## config.mk

```make
export PLATFORM = sky130hd
export DESIGN_NAME = tupd_ctrl
export DESIGN_NICKNAME = d
export VERILOG_FILES = /design/src/rtl/core/tupd_pkg.sv /design/src/rtl/core/tupd_ctrl.sv
export SDC_FILE = /design/constraint.sdc
export NUM_CORES = 1
export LEC_CHECK = 0
export BUFFER_PORTS_ARGS = -buffer_cell sky130_fd_sc_hd__buf_4
export CAP_MARGIN = 0
export CORE_UTILIZATION = 25
export CTS_CLUSTER_SIZE = 30
export DETAILED_ROUTE_END_ITERATION = 6
export PLACE_DENSITY = 0.59
export REMOVE_ABC_BUFFERS = 1
export SYNTH_ARGS = -nofsm -noshare
export SYNTH_HDL_FRONTEND = slang
export SYNTH_SLANG_ARGS = --single-unit
```

## constraint.sdc

```tcl
create_clock -name clk -period 1.65 [get_ports clk]
set_input_delay 0.165 -clock clk [delete_from_list [all_inputs] [get_ports clk]]
set_output_delay 0.165 -clock clk [all_outputs]
set_load 0.005 [all_outputs]
```

## src/rtl/core/tupd_pkg.sv

```systemverilog
// Shared types and constants for the two-user preamble peak detector.
// Holds the controller/datapath command and status structs and the output codes.
// No dependencies.
`timescale 1ns / 1ps

package tupd_pkg;

	localparam int PREAMBLE_LEN_DEF = 64;
	localparam int SAMPLE_W         = 16;
	localparam int CFG_W            = 12;
	localparam int CFG_IDX_W        = 1;
	localparam int CNT_W            = 14;
	localparam int POS_W            = 32;
	localparam int TIDX_W           = 6;

	localparam logic [CNT_W-1:0] CNT_MAX = '1;

	localparam logic [CFG_IDX_W-1:0] CFG_SYMBOL_LENGTH = 1'b0;
	localparam logic [CFG_IDX_W-1:0] CFG_PEAK_DELAY    = 1'b1;

	localparam logic CMD_SAMPLE = 1'b0;
	localparam logic CMD_LOAD   = 1'b1;

	typedef enum logic [1:0] {
		MODE_NONE,
		MODE_A,
		MODE_B,
		MODE_BOTH
	} mode_t;

	typedef enum logic [1:0] {
		TAG_NONE,
		TAG_SINGLE,
		TAG_MULTI
	} tag_t;

	typedef struct packed {
		logic capture;
		logic decide;
		logic corr_start;
		logic corr_user;
		logic apply_onlyb;
		logic apply_a;
		logic apply_b;
		logic apply_hit;
		logic finish;
	} tupd_ctl_t;

	typedef struct packed {
		logic is_load;
		logic br_onlyb;
		logic br_both;
		logic need_onlyb;
		logic need_a;
		logic need_b;
		logic corr_done;
		logic corr_hit;
	} tupd_stat_t;

endpackage

```

## src/rtl/core/tupd_ctrl.sv

```systemverilog
// Controller: sequences capture, correlation runs and the output beat.
// Depends on tupd_pkg.
`timescale 1ns / 1ps

module tupd_ctrl (
	input  logic                 clk,
	input  logic                 arst_n,
	input  logic                 in_valid,
	output logic                 in_stall,
	output logic                 out_valid,
	input  logic                 out_stall,
	input  logic                 in_cmd,
	output tupd_pkg::tupd_ctl_t  ctl,
	input  tupd_pkg::tupd_stat_t stat
);
	import tupd_pkg::*;

	typedef enum logic [2:0] {
		S_IDLE,
		S_DECIDE,
		S_CORR_B1,
		S_CORR_A,
		S_CHECK_B,
		S_CORR_B2,
		S_FINISH
	} state_t;

	state_t state_q;
	logic   out_valid_q;
	logic   slot_free;

	assign slot_free = !out_valid_q || !out_stall;
	assign in_stall  = (state_q != S_IDLE);
	assign out_valid = out_valid_q;

	always_comb begin
		ctl = '0;
		case (state_q)
			S_IDLE: ctl.capture = in_valid;
			S_DECIDE: begin
				ctl.decide = 1'b1;
				if (stat.br_onlyb) begin
					if (stat.need_onlyb) begin
						ctl.corr_start = 1'b1;
						ctl.corr_user  = 1'b1;
					end else begin
						ctl.apply_onlyb = 1'b1;
					end
				end else if (stat.br_both && stat.need_a) begin
					ctl.corr_start = 1'b1;
				end
			end
			S_CORR_B1: begin
				ctl.apply_onlyb = stat.corr_done;
				ctl.apply_hit   = stat.corr_hit;
			end
			S_CORR_A: begin
				ctl.apply_a   = stat.corr_done;
				ctl.apply_hit = stat.corr_hit;
			end
			S_CHECK_B: begin
				ctl.corr_start = stat.need_b;
				ctl.corr_user  = 1'b1;
			end
			S_CORR_B2: begin
				ctl.apply_b   = stat.corr_done;
				ctl.apply_hit = stat.corr_hit;
			end
			S_FINISH: ctl.finish = slot_free;
			default: ;
		endcase
	end

	always_ff @(posedge clk or negedge arst_n) begin
		if (!arst_n) begin
			state_q     <= S_IDLE;
			out_valid_q <= 1'b0;
		end else begin
			if (out_valid_q && !out_stall) begin
				out_valid_q <= 1'b0;
			end
			case (state_q)
				S_IDLE: begin
					if (in_valid) begin
						state_q <= (in_cmd == CMD_LOAD) ? S_FINISH : S_DECIDE;
					end
				end
				S_DECIDE: begin
					if (stat.br_onlyb) begin
						state_q <= stat.need_onlyb ? S_CORR_B1 : S_FINISH;
					end else if (stat.br_both) begin
						state_q <= stat.need_a ? S_CORR_A : S_CHECK_B;
					end else begin
						state_q <= S_FINISH;
					end
				end
				S_CORR_B1: if (stat.corr_done) state_q <= S_FINISH;
				S_CORR_A:  if (stat.corr_done) state_q <= S_CHECK_B;
				S_CHECK_B: state_q <= stat.need_b ? S_CORR_B2 : S_FINISH;
				S_CORR_B2: if (stat.corr_done) state_q <= S_FINISH;
				S_FINISH: begin
					if (slot_free) begin
						out_valid_q <= 1'b1;
						state_q     <= S_IDLE;
					end
				end
				default: state_q <= S_IDLE;
			endcase
		end
	end

endmodule

```

# Word-level counts from Yosys, hierarchy flattened

Index checks and enable logic that the tools add are counted.

Bits in registers: 4
Latch bits: 0
RAM bits: 0
Bits in read-only memories: 0
Input port bits: 13
Output and inout bits: 11
Word-level logic and storage cells: 49
Memories: 0

Add/subtract/negate cells: 0
Multipliers: 0
Divide/modulo/power cells: 0
Magnitude comparators: 0
Eq/ne operators: 10
Shifts and indexed selects: 0
Multiplexer cells: 27
Bitwise operators: 0
Reductions and logical operators: 10

Operators with widths:

| kind                 | number |
|---|---|
| $mux W3              | 9 |
| $pmux W3 S6          | 1 |
| $mux W1              | 12 |
| $eq A3 B3 Y1 const B | 3 |
| $eq A3 B2 Y1 const B | 2 |
| $mux W2              | 3 |
| $ne A2 B2 Y1 const B | 3 |
| $pmux W2 S2          | 1 |
| $reduce_and A4 Y1    | 1 |
| $eq A3 B1 Y1 const B | 1 |
| $logic_not A3 Y1     | 1 |
| $reduce_bool A3 Y1   | 1 |
| $reduce_or A3 Y1     | 1 |
| $logic_and A1 B1 Y1  | 2 |
| $logic_not A1 Y1     | 2 |
| $ne A2 B1 Y1 const B | 1 |
| $pmux W1 S2          | 1 |
| $reduce_or A2 Y1     | 1 |
| $logic_or A1 B1 Y1   | 1 |

# Depth between registers and ports, before layout

Gate-level depths: netlist (run 1).

Depth after elaboration: 5
Mapped depth: 5
Mapped depth without buffers: 4

# Worst setup path before layout (run 1)

No wires, ideal clock.

Path type: register to register
From: register state_q[2]
To: register state_q[0]
Library setup time: 0.128 ns
Data arrival time: 1.444 ns
Setup slack: 0.079 ns
Cell stages (with the launch flop): 6
Buffers on the path: 1
Clock period less this slack: 1.571 ns
Path through: dfrtp_1 -> buf_6 -> or3_1 -> a21oi_2 -> o21bai_2 -> mux2_1

Longest elaborated chain between the ends: 4

RTL lines:

| what                                         | line            | text |
|---|---|---|
| start, declared                              | tupd_ctrl.sv:28 | `state_t state_q;` |
| start signal, assigned                       | tupd_ctrl.sv:85 | `state_q <= (in_cmd == CMD_LOAD) ? S_FINISH : S_DECIDE;` |
| start signal, assigned                       | tupd_ctrl.sv:90 | `state_q <= stat.need_onlyb ? S_CORR_B1 : S_FINISH;` |
| start signal, assigned                       | tupd_ctrl.sv:92 | `state_q <= stat.need_a ? S_CORR_A : S_CHECK_B;` |
| $eq A3 B3 Y1 or $eq A3 B2 Y1 (tied branches) | tupd_ctrl.sv:82 | `case (state_q)` |
| $reduce_or A2 Y1 (no line)                   | --              |  |
| $ne A2 B1 Y1 (no line)                       | --              |  |
| $reduce_and A4 Y1 (no line)                  | --              |  |

Several ways; a longest one is shown, not always the timed one.
A chain may end at the register's enable or synchronous reset.

# Final worst setup path (run 1)

From: register state_q[1]
To: register state_q[0]

Same word-level chain as after synthesis.

==> results of run 1 <==
worst max path at each step:
stage,to,cells past startpoint
finish,state_q[0],4
global route,state_q[0],4
CTS,ctl[8],4
detailed placement,state_q[0],4
global placement,state_q[0],4
floorplan,state_q[0],4
routing by layer:
metal,GRT usage (%),routed length (um),vias up
met3,6.90,62,2
li1,-,-,252
met5,0,0,-
met1,17.2,509,230
met2,20.3,478,12
met4,3.75,5,0
cells in the mapped netlist (all sizes together), types with 2 or more instances:
library cell and n:
a21oi 7, clkbuf 3, nor2b 3, inv 3, dfrtp 4, o21ai 4, nand3 2, nor2 7
nand2 6, a31oi 2, nand3b 2, or3 2
cells by family after synthesis:
kind of cell	count (synthesis)	share of synthesized area, %
mux	2	5.21
flops	4	24.5
compound gates	17	26.1
simple gates	28	35.9
buf+inv	7	8.28
layout make-up:
cell class	instances	area, um2	area share (%)
Clock buffer	3	22.5	3.59
Inverter	3	11.3	1.79
Multi-Input combinational cell	47	277	44.0
Timing Repair Buffer	26	198	31.5
Tap cell	16	20.0	3.19
Sequential cell	4	100	15.9
through the flow:
stage	util, %	instance area [um2]
2_1_floorplan	-	385
3_3_place_gp	39.4	593
3_5_place_dp	39.4	593
4_1_cts	41.5	626
5_1_grt	41.7	628
6_report	41.7	628
repair_timing:
item	in CTS	in global routing
gates resized for setup	0	1
hold endpoints to repair	4	0
endpoints found under the setup margin	0	1
hold buffers	1	0
cells in the final DEF (no fill, tap or decap), types with 2 or more instances in the layout:
cell type,Yosys,routed
a21oi_1,6,6
a31oi_1,2,2
buf_4,0,25
clkbuf_4,0,3
dfrtp_1,4,4
inv_1,3,3
nand2_1,6,6
nand3_1,2,2
nand3b_1,2,2
nor2_1,7,7
nor2b_1,3,2
o21ai_0,4,4
or3_1,2,2
where the power goes:
part,switching [mW],internal [mW]
Combinational,0.324,0.322
Sequential,0.0229,0.146
Clock,0.0377,0.0812
Total,0.385,0.549
state kept, by name, summed over array words and instances, names as in the netlist:
signal,cells
out_valid,1
state_q,3
worst min-delay path: cells and delay by family:
kind                   cells  cell delay (ps)
buffers and inverters      1               80
AOI/OAI and AO/OA          1               80
and+or+nand+nor            1               60
==> impl_results.md, run 1 <==
- Post-synth EDFFs: 0
- Number of synthesized register bits: 4
- Mapped Area: 408 um2
- First-pass GRT wire length: 1.82 mm
- CTS tree: yes
- DP Cell Count: 95
- CP peak stage delay: 380 ps
- Post-synth top area share: 24.5%
- Die area: 0.00180 mm2
- N_diodes: 0
- Final Wtd Congestion: 0.731
- Post-CTS setup buffer count: 0
- Routed len/inst: 10.7 um
- Root Driver: clkbuf_4
- Std-Cell Rows: 14
- Critical path origin: state_q[1]
- Critical path's top delay family: simple AND/OR/NAND/NOR gates
- Yosys cell types: 26
- FF-to-FF End: state_q[0]
- Via/cell ratio: 5.01
- RSZ-0062 raised after global routing: no
- Num CTS Buffers: 3
- Fraction of layout cells with a size suffix above 1: 37.3%
- Crit end category: flip-flop
- Die span in x: 42.4 um
- Setup slack, reg-to-reg: 100 ps
- Slew margin rel.: 84.8%
- Hold Path End: out_valid
- Clock-pin slew of the registers on the worst-case setup and hold paths: 40 ps
- Routed Wire Length: 1.06 mm
- Reg-to-reg startpoint: state_q[1]
- Clock tree buffer depth: 2
- Yosys top cell by area: dfrtp_1
- Final hold vios: 0
- Worst setup SP type: flip-flop
- Mean post-synth cell area: 7.03 um2
- YS warnings: 0
- Critical path class: flip-flop to flip-flop
- Slowest CP cell: or3_1
- Number of port buffers: 22
- Fin Clk Skew: 3.81 ps
- Final worst slack: 101 ps
- DRT iter0 DRCs: 1
- Worst slack, placed: 110 ps
- Clk sinks: 4
- Largest net degree at the start of global routing: 17
- Routed Antenna Nets: 0
- Hold path cells: 3
- Sequential cell area fraction in the yosys report: 24.5%
- DR pass1 iterations: 4
- Async SR Flop Fraction: 100%
- Dominant cells by area after synthesis: dfrtp_1 (25%), a21oi_1 (7.4%), nor2_1 (6.4%)
- Initial antenna violation count: 0
- WP buf/inv: 0
- Final Non-Filler Cells: 99
- Critical path required time: 1760 ps
- Core area: 0.00151 mm2
- Max-Cap Viols: 0
- Initial core utilization: 27.1%
- Final HPWL DP: 806 um
- Total leakage power: 0.304 nW
- Slew at the pin closest to its max-slew limit: 222 ps
- CP Data Arrival Time: 1660 ps
- Fmax: 646 MHz
- Power, Total: 0.934 mW
- Die height: 42.4 um
- Cell Pwr Density: 1490 mW/mm2
- Tmin final: 1550 ps
- Via count: 496
- Hold WS: 194 ps
- Crit path cell chain: or3_1 > a21oi_2 > o21bai_2 > mux2_1
- Vias in the first global route: 426
- Final Slew Violations: 0
- Post-layout net count: 98
- Area Growth Syn to Fin: 54.0%
- Total gr overflow: 0
- Synth Flop Type: dfrtp_1
- DRC viols: 0
- Min-Delay Path Class: input port to flip-flop
- Run status: complete, no violations
- Final setup TNS: 0 ps
- Hold_sp: out_stall
- CTS H-Tree Depth: 1
- Mapped Cells: 58
- IO Count: 24
- Latest clock arrival within the worst-skew pair: 230 ps
- Maximum VDD drop: 648 uV
- Final period util: 93.9%
- FILL cells: 167
- Final setup viols: 0
- R2R cell count: 4
- Crit-path max FO: 3
- Global-route usage over all layers: 13.6%
Power figures use the tool's default switching activity.
==> inputs of run 2 (changes only) <==
--- a/config.mk
+++ b/config.mk
@@ -7,10 +7,11 @@
 export LEC_CHECK = 0
 export BUFFER_PORTS_ARGS = -buffer_cell sky130_fd_sc_hd__buf_4
 export CAP_MARGIN = 0
-export CORE_UTILIZATION = 25
+export CORE_AREA = 2 2 39 41
 export CTS_CLUSTER_SIZE = 30
 export DETAILED_ROUTE_END_ITERATION = 6
-export PLACE_DENSITY = 0.59
+export DIE_AREA = 0 0 41 43
+export PLACE_DENSITY = 0.68
 export REMOVE_ABC_BUFFERS = 1
 export SYNTH_ARGS = -nofsm -noshare
 export SYNTH_HDL_FRONTEND = slang
==> impl_results.md, run 2 (synthesis results as in run 1) <==
- Final HPWL DP: 819 um (+1.7%)
- Combinational power share: 68.7% (-0.5 points)
- Root Driver: clkbuf_4
- Tmin final: 1540 ps (-13.4 ps)
- Global-route usage over all layers: 14.1% (+0.48 points)
- CP Data Arrival Time: 1640 ps (-20 ps)
- Via/cell ratio: 5.02 (+0.20%)
- Largest net degree at the start of global routing: 17 (unchanged)
- Hold Path End: out_valid
- Most Crowded Layer GR: met1
- R2R cell count: 4 (unchanged)
- Post-layout net count: 98 (unchanged)
- Crit end category: flip-flop
- Num CTS Buffers: 3 (unchanged)
- Commonest non-fill, non-tap cell in the layout: buf_4
- Fraction of layout cells with a size suffix above 1: 37.3% (unchanged)
- Die area: 0.00176 mm2 (-1.9%)
- Crit-path max FO: 3 (unchanged)
- Met1 GRT Util: 20.1% (+2.9 points)
- FILL cells: 147 (-12%)
- Pint: 0.549 mW (about the same)
- Hold_sp: out_stall
- Clk network pwr share: 12.7% (about the same)
- Min-Delay Path Class: input port to flip-flop
- RSZ-0062 raised after global routing: no
- Fin util: 45.4% (+3.7 points)
- Sequential share of power: 18.6% (+0.5 points)
- FF-to-FF End: state_q[0]
- CTS tree: yes
- Fmax: 651 MHz (+0.87%)
- Final setup viols: 0 (unchanged)
- IO Count: 24 (unchanged)
- CTS H-Tree Depth: 1 (unchanged)
- Total leakage power: 0.304 nW (about the same)
- Max-Cap Viols: 0 (unchanged)
- Cell Pwr Density: 1480 mW/mm2 (-0.22%)
- Total gr overflow: 0 (unchanged)
- Final setup TNS: 0 ps (unchanged)
- Final Slew Violations: 0 (unchanged)
- First-pass GRT wire length: 1.71 mm (-6.0%)
- Run status: complete, no violations
- Std-Cell Rows: 14 (unchanged)
- Slew margin rel.: 82.4% (-2.3 points)
- Most frequent cells in the layout: buf_4 (25), nor2_1 (7), nand2_1 (6), a21oi_1 (6)
- Fin Clk Skew: 2.12 ps (-1.68 ps)
- Vias in the first global route: 413 (-3.1%)
- DR pass1 iterations: 5 (+1)
- Max FFs per register: 3 (unchanged)
- N_diodes: 0 (unchanged)
- Final period util: 93.1% (-0.81 points)
- DRT iter0 DRCs: 6 (+5)
- Clock tree buffer depth: 2 (unchanged)
- Latest clock arrival within the worst-skew pair: 230 ps (about the same)
- Net Sw Frac: 41.1% (-0.13 points)
- Worst setup SP type: flip-flop
- Critical path required time: 1760 ps (about the same)
- Final hold vios: 0 (unchanged)
- Initial antenna violation count: 0 (unchanged)
- Via count: 497 (+0.20%)
- Clk sinks: 4 (unchanged)
- Clock-pin slew of the registers on the worst-case setup and hold paths: 40 ps (about the same)
- Maximum VDD drop: 747 uV (+15%)
- Hold path cells: 3 (unchanged)
- Slew at the pin closest to its max-slew limit: 256 ps (+34.2 ps)
- Met2 usage in global routing: 18.8% (-1.6 points)
- Die height: 43 um (+1.4%)
- DRC viols: 0 (unchanged)
- Initial core utilization: 29.5% (+2.4 points)
- Register with the most flip-flops: state_q
- Critical path class: flip-flop to flip-flop
- Routed len/inst: 10.6 um (-1.0%)
- Setup slack, reg-to-reg: 110 ps (about the same)
- Core area: 0.00138 mm2 (-8.1%)
- Die span in x: 41 um (-3.3%)
- Final Wtd Congestion: 0.786 (+7.6%)
- GRT met3 Usage: 6.28% (-0.61 points)
- Area Growth Syn to Fin: 54.0% (unchanged)
- Number of port buffers: 22 (unchanged)
- Routed Antenna Nets: 0 (unchanged)
- Reg-to-reg startpoint: state_q[1]
- Routed Wire Length: 1.05 mm (-1.0%)
- P_sw: 0.383 mW (-0.52%)
- Post-CTS setup buffer count: 0 (unchanged)
[run 2: cell counts in the layout (fill, tap and decap cells not counted)]
Identical to the previous run, type by type.
[run 2: cell type report]
type / instances / area, um2 / area share (%)
multi-input combinational: 47 / 277 / 44.0
timing repair buffer: 26 / 198 / 31.5
sequential: 4 / 100 / 15.9
clock buffer: 3 / 22.5 / 3.59
tap: 16 / 20.0 / 3.19
inverter: 3 / 11.3 / 1.79
[run 2: worst max-delay path by stage]
stage | startpoint | end | slack (ps) | depth (start not counted)
final | state_q[1] | state_q[0] | 110 | 4
after detailed placement | state_q[1] | state_q[0] | 120 | 4
after CTS | state_q[0] | ctl[5] | 90 | 5
after global routing | state_q[2] | ctl[6] | 20 | 6
after global placement | state_q[1] | state_q[0] | 140 | 4
after floorplan | state_q[2] | state_q[0] | 20 | 4
[run 2: metrics by stage]
step                      instance area, um2  power, mW  hold WS [ps]  setup slack, ps  cells
after floorplan                          385      0.532          -131             22.6     54
after global placement                   593      0.808         -35.4              138     95
after detailed placement                 593      0.813         -33.5              121     95
after CTS                                626      0.942           200             91.8     99
after global routing                     628       1.03           240             15.9     99
final                                    628      0.932           208              115     99
[run 2: critical path, stage by stage (launching register included)]
cell and delay, ps:
dfrtp_1 360, or3_1 390, a21oi_2 180, o21bai_2 150
mux2_1 330
[run 2: what timing repair did]
action,CTS,global route
hold buffers,1,0
endpoints found under the hold margin,4,0
endpoints found under the setup margin,0,1
resized for setup,0,1
[run 2: power by group through the flow]
stage / Combinational (mW) / Clock (mW) / Sequential, mW
after global placement: 0.635 / 0 / 0.173
after CTS: 0.643 / 0.124 / 0.174
after floorplan: 0.287 / 0 / 0.245
after detailed placement: 0.639 / 0 / 0.174
final: 0.640 / 0.119 / 0.173
after global routing: 0.719 / 0.134 / 0.181
[run 2: metal layers]
layer | vias up | share of wire, %
met1 | 219 | 44
met5 | - | 0
met2 | 22 | 48
met3 | 0 | 7.8
li1 | 256 | -
met4 | 0 | 0
